<file path="src/ofx_pkg.sv">
// Odometry frame transform: shared types, constants and arithmetic helpers.
// No dependencies; imported by every module of the block.
package ofx_pkg;

    localparam int TRIG_BITS_DEF = 16;
    localparam int CORDIC_STEPS  = 18;
    localparam int CORDIC_LAT    = CORDIC_STEPS + 2;
    localparam int QUEUE_DEPTH   = 4;

    localparam int CORDIC_GAIN = 652032874;
    localparam int LIN_SCALE   = 319816;
    localparam int ANG_SCALE   = 411538;
    localparam int RAD_TO_TURN = 683565276;
    localparam int INV_LIN     = 3437954;
    localparam int INV_ANG     = 2671716;

    typedef enum logic [1:0] {
        MODE_POS = 2'd0,
        MODE_VEL = 2'd1,
        MODE_ACC = 2'd2,
        MODE_SET = 2'd3
    } t_mode;

    localparam logic [2:0] REG_READY    = 3'd0;
    localparam logic [2:0] REG_UPSIDE   = 3'd1;
    localparam logic [2:0] REG_YAW      = 3'd2;
    localparam logic [2:0] REG_OFFSET_X = 3'd3;
    localparam logic [2:0] REG_OFFSET_Y = 3'd4;

    typedef struct packed {
        logic               ready;
        logic               upside;
        logic signed [15:0] yaw;
        logic signed [15:0] off_x;
        logic signed [15:0] off_y;
    } t_ofx_cfg;

    typedef struct packed {
        t_mode              mode;
        logic               zero;
        logic signed [16:0] rx;
        logic signed [16:0] ry;
        logic signed [16:0] rh;
        logic signed [19:0] wx;
        logic signed [19:0] wy;
        logic signed [18:0] wh;
    } t_ofx_item;

    typedef struct packed {
        t_mode              mode;
        logic               zero;
        logic signed [19:0] xf;
        logic signed [19:0] yf;
        logic signed [18:0] hf;
        logic signed [19:0] wx;
        logic signed [19:0] wy;
        logic signed [18:0] wh;
    } t_ofx_mid;

    function automatic logic signed [33:0] f_atan(input int i);
        logic signed [33:0] r;
        case (i)
            0:  r = 34'sd536870912;
            1:  r = 34'sd316933406;
            2:  r = 34'sd167458907;
            3:  r = 34'sd85004756;
            4:  r = 34'sd42667331;
            5:  r = 34'sd21354465;
            6:  r = 34'sd10680862;
            7:  r = 34'sd5340245;
            8:  r = 34'sd2670163;
            9:  r = 34'sd1335087;
            10: r = 34'sd667544;
            11: r = 34'sd333772;
            12: r = 34'sd166886;
            13: r = 34'sd83443;
            14: r = 34'sd41722;
            15: r = 34'sd20861;
            16: r = 34'sd10430;
            17: r = 34'sd5215;
            default: r = 34'sd0;
        endcase
        return r;
    endfunction

    // round to nearest, half away from zero, dropping s fraction bits
    function automatic logic signed [63:0] f_rnd(input logic signed [63:0] v, input int s);
        logic signed [63:0] m;
        logic signed [63:0] r;
        m = (v < 0) ? -v : v;
        r = (m + (64'sd1 <<< (s - 1))) >>> s;
        return (v < 0) ? -r : r;
    endfunction

    function automatic logic signed [63:0] f_clamp(input logic signed [63:0] v,
                                                  input logic signed [63:0] lo,
                                                  input logic signed [63:0] hi);
        logic signed [63:0] r;
        r = (v < lo) ? lo : ((v > hi) ? hi : v);
        return r;
    endfunction

endpackage

</file>
<file path="src/ofx_front.sv">
// Front end: accepts sensor words, classifies them and queues them for the back end.
// Depends on ofx_pkg for the item and configuration types.
module ofx_front (
    input  logic                i_clk,
    input  logic                i_rst_n,
    input  ofx_pkg::t_ofx_cfg   i_cfg,
    input  logic                s_axis_tvalid,
    output logic                s_axis_tready,
    input  logic [111:0]        s_axis_tdata,
    input  logic [2:0]          s_axis_tuser,
    input  logic                i_pop,
    output logic                o_avail,
    output ofx_pkg::t_ofx_item  o_item
);
    import ofx_pkg::*;

    localparam int PTR_W = $clog2(QUEUE_DEPTH);

    t_ofx_item          r_q [QUEUE_DEPTH];
    logic [PTR_W-1:0]   r_wp, r_rp;
    logic [PTR_W:0]     r_cnt;
    t_ofx_item          n_item;
    logic               n_push;
    logic signed [16:0] n_rx, n_ry, n_rh;

    always_comb begin
        n_rx = 17'($signed(s_axis_tdata[15:0]));
        n_ry = 17'($signed(s_axis_tdata[31:16]));
        n_rh = 17'($signed(s_axis_tdata[47:32]));
        n_item.mode = t_mode'(s_axis_tuser[1:0]);
        n_item.zero = !i_cfg.ready || ((n_item.mode != MODE_ACC) &&
                                       (n_item.mode != MODE_SET) && !s_axis_tuser[2]);
        n_item.rx   = i_cfg.upside ? -n_rx : n_rx;
        n_item.ry   = i_cfg.upside ? -n_ry : n_ry;
        n_item.rh   = i_cfg.upside ? -n_rh : n_rh;
        n_item.wx   = $signed(s_axis_tdata[67:48]);
        n_item.wy   = $signed(s_axis_tdata[87:68]);
        n_item.wh   = $signed(s_axis_tdata[106:88]);
    end

    assign s_axis_tready = (r_cnt != (PTR_W+1)'(QUEUE_DEPTH));
    assign n_push        = s_axis_tvalid && s_axis_tready;
    assign o_avail       = (r_cnt != '0);
    assign o_item        = r_q[r_rp];

    always_ff @(posedge i_clk) begin
        if (n_push) begin
            r_q[r_wp] <= n_item;
        end
    end

    always_ff @(posedge i_clk) begin
        if (!i_rst_n) begin
            r_wp  <= '0;
            r_rp  <= '0;
            r_cnt <= '0;
        end else begin
            if (n_push) begin
                r_wp <= r_wp + 1'b1;
            end
            if (i_pop) begin
                r_rp <= r_rp + 1'b1;
            end
            if (n_push && !i_pop) begin
                r_cnt <= r_cnt + 1'b1;
            end else if (i_pop && !n_push) begin
                r_cnt <= r_cnt - 1'b1;
            end
        end
    end

endmodule

</file>
<file path="config.mk">
export PLATFORM = sky130hd
export DESIGN_NAME = ofx_front
export DESIGN_NICKNAME = d
export VERILOG_FILES = /design/src/ofx_pkg.sv /design/src/ofx_front.sv
export SDC_FILE = /design/constraint.sdc
export NUM_CORES = 1
export LEC_CHECK = 0
export BUFFER_PORTS_ARGS = -buffer_cell sky130_fd_sc_hd__buf_2
export CORE_MARGIN = 5
export CORE_UTILIZATION = 35
export CTS_BUF_LIST = sky130_fd_sc_hd__clkbuf_2
export CTS_CLUSTER_DIAMETER = 60
export DETAILED_ROUTE_END_ITERATION = 8
export GPL_TIMING_DRIVEN = 0
export PLACE_DENSITY = 0.53
export SLEW_MARGIN = 20
export SYNTH_ARGS = -nofsm -noshare
export SYNTH_HDL_FRONTEND = slang
export SYNTH_SLANG_ARGS = --single-unit
</file>
<file path="constraint.sdc">
create_clock -name i_clk -period 7.1 [get_ports i_clk]
set_input_delay 1.42 -clock i_clk [delete_from_list [all_inputs] [get_ports i_clk]]
set_output_delay 1.42 -clock i_clk [all_outputs]
set_load 0.03 [all_outputs]
</file>
==> run_results.csv <==
group,metric,value,unit
outcome,status,"finished, final reports clean",
hold_path,hold_path_end,"r_cnt[2]",
critical_path,crit_arrival,3.60,ns
critical_path,critPathRequiredTime,5.68,ns
floorplan,fp-row-count,82,
sta,fin_crit_sh,70.7,%
critical_path,slowest_stage,"buf_1",
sta,period_needed,5.02,ns
layout,areaGrowthSynthToFinish,18.9,%
critical_path,critPathKind,"reg2out",
sta,report.final.setup_viol,0,
clocking,cts_sinks,461,
critical_path,r2r-start,"r_cnt[0]",
drt,drt-initial-drc-count,428,
floorplan,num_io_pins,284,
yosys,synth_nets,963,
placed_design,io_buffers,229,
floorplan,coreArea,50100,um^2
placed_design,place.gp.congestion,0.707,
sta,rsz0062_at_grt,"false",
grt,grt_pass1_wl,60.1,mm
sta,finalMaxSlewViolations,0,
hold_path,hp-class,"reg2reg",
grt,grt_use_total,14.2,%
placed_design,dpl.hpwl,25.4,mm
drt,drc,0,
pwr,switching_power,0.00188,W
yosys,synth_ff_type,"edfxtp_1",
flow_run,drv_cap,0,
clocking,clock_path_buffers,3,
sta,finalHoldViolCount,0,
clocking,clk_pin_slew,0.11,ns
yosys,synth_cells,785,
floorplan,dieArea,55200,um^2
pwr,peakVddDrop,0.000137,V
grt,grt_max_degree,42,
placed_design,place_area,20000,um^2
clocking,ctsResizeCount,0,
yosys,synth_edf_count,452,
yosys,yosys_register_bits,461,
drt,routed_via_density,4.77,
layout,fin_nets,1323,
hold_path,min_from,"r_cnt[2]",
clocking,clock_insertion_delay_worst_skew,1.06,ns
clocking,cts_root_buf,"clkbuf_2",
pwr,power_frac_seq,52.9,%
drt,detail-route-antenna-nets,0,
yosys,synth_largest_area_cell,"edfxtp_1",
yosys,async_flop_share,0,%
clocking,cts_htree_levels,3,
drt,vias,9060,
yosys,ys_top_cells_by_count,"452 x edfxtp_1, 113 x mux4_2, 44 x xnor2_1",
clocking,cts_buffers,117,
yosys,yosysSeqAreaShare,77.7,%
critical_path,reg2reg_depth,5,
clocking,cts_tree,"yes",
sta,fmax,199,MHz
sta,max-slew-margin-rel,47.0,%
critical_path,rrSetupSlack,4.56,ns
drt,drt_pre_antenna_iters,4,
placed_design,dp_slack,2.92,ns
layout,stdcell_area,21100,um^2
yosys,synth_top_area_share,76.6,%
floorplan,fp.dieH,235,um
yosys,syn_area_per_cell,22.6,um^2
pwr,pwr-share-comb,19.4,%
clocking,cts_setup_buffers,0,
drt,totalWireLength,39.3,mm
pwr,internal_power,0.00447,W
pwr,p_sw_share,29.6,%
pwr,powerDensity,302,nW/um^2
yosys,yosys_warnings,0,
grt,grt_overflow,0,
placed_design,place_inst,1698,
floorplan,initial_core_util,35.4,%
critical_path,crit_path_max_fanout,10,
yosys,netlist_area,17700,um^2
pwr,p_clk_share,27.7,%
sta,finClkSkew,0.0457,ns
layout,fin_cells,1900,
pwr,p_total,0.00635,W
grt,antenna_found_initial,6,
critical_path,cpMostUsedCell,"clkbuf_1",
grt,first_global_vias,9929,
layout,post-route-util,42.1,%
critical_path,r2r_end,"r_q[0][83]",
floorplan,die_w,235,um
sta,fin_ws,2.08,ns
layout,nFillCells,4617,
clocking,ctsHoldBuffers,0,
yosys,synthTopCellsByArea,"edfxtp_1 77%, mux4_2 14%, xnor2_1 2.2%, dfxtp_1 1.0%, ha_1 0.57%",
yosys,yosysMostFrequentCell,"edfxtp_1",
critical_path,path_cells,"clkbuf_1 > clkbuf_1 > buf_1 > mux4_2 > buf_2",
hold_path,hold_depth,2,
drt,wl_per_cell,20.7,um
sta,tightest_slew,0.795,ns
critical_path,start_kind,"register",
critical_path,endpoint_kind,"output port",
yosys,synth.distinct_cells,35,
critical_path,critical-path-max-stage-delay,0.67,ns
layout,drive_gt1_share,45.7,%
pwr,p_leak,7.21,nW
area by class of cell:
type	instances	area [um^2]	area share, %
Sequential cell	461	13800	65.3
Multi-Input combinational cell	280	3780	17.9
Timing Repair Buffer	241	1440	6.83
Clock buffer	170	851	4.04
Tap cell	672	841	3.99
Clock inverter	27	193	0.915
Buffer	32	145	0.689
Inverter	12	45.0	0.214
Antenna cell	5	12.5	0.0594
logic make-up (layout without fill, tap and decap cells):
family                   after synthesis  after routing  share of synthesized area, %
AO/OA/AOI/OAI                         39             39                          1.47
buffers and inverters                 44            482                          1.07
AND/OR/NAND/NOR                       68             68                          2.20
XOR/XNOR                              47             47                          2.32
other                                  0              5                             0
multiplexers                         117            117                          14.6
flip-flops                           461            461                          77.7
adder cells (fa/ha/maj)                9              9                         0.678
registers in the layout, summed over array words and instances (netlist names), named ones only:
signal and flops:
r_cnt 3, r_q 452, r_rp 2, r_wp 2
worst max path at each step:
| stage | start | slack (ns) | cells after the start | end |
|---|---|---|---|---|
| 3_3_place_gp | s_axis_tvalid | -0.56 | 3 | r_q[1][101] |
| 5_1_grt | register | 1.50 | 5 | o_item[59] |
| 2_1_floorplan | s_axis_tvalid | 2.15 | 2 | r_q[0][0] |
| 4_1_cts | register | 1.57 | 5 | o_item[59] |
| 3_5_place_dp | register | 2.92 | 5 | o_item[59] |
| 6_report | register | 2.08 | 5 | o_item[56] |
cell usage in the layout (no fill, tap or decap), drive strengths merged, types with 2 or more instances in the layout:
cell	count
a21boi	3
and2	9
buf	253
bufinv	3
clkbuf	190
clkinv	21
clkinvlp	2
dfxtp	9
diode	5
edfxtp	452
ha	8
inv	13
mux2i	4
mux4	113
nand2	23
nand2b	7
nand3	3
nor2	5
nor2b	3
nor3	4
nor4	5
o21ai	19
o31ai	11
o41ai	6
or3	2
or4	4
xnor2	44
xor2	3
per-stage QoR:
step	hold slack [ns]	setup TNS (ns)
finish	0.540	0
detailed placement	0.525	0
floorplan	0.486	0
global route	0.317	0
CTS	0.305	0
global placement	0.515	-236.01
power by group through the flow:
stage | registers [W] | clock network (W) | logic, W
6_report | 0.00336 | 0.00176 | 0.00123
5_1_grt | 0.00338 | 0.00201 | 0.00132
4_1_cts | 0.00337 | 0.00187 | 0.00127
3_5_place_dp | 0.00343 | 0 | 0.00127
3_3_place_gp | 0.00349 | 0 | 0.00120
2_1_floorplan | 0.00344 | 0 | 0.000802
layer usage:
layer | vias up | routed length [um] | track usage, %
li1 | 4072 | - | -
met1 | 4627 | 16500 | 17.7
met2 | 283 | 18900 | 22.7
met3 | 74 | 3070 | 5.87
met4 | 4 | 845 | 4.69
met5 | - | 23 | 0
critical path, delay by kind of cell (launching register included):
| family | cells | cell delay [ns] |
|---|---|---|
| buffers and inverters | 4 | 1.82 |
| flip-flops | 1 | 0.32 |
| multiplexers | 1 | 0.40 |
Note: power is estimated with default switching activity, not from simulation.
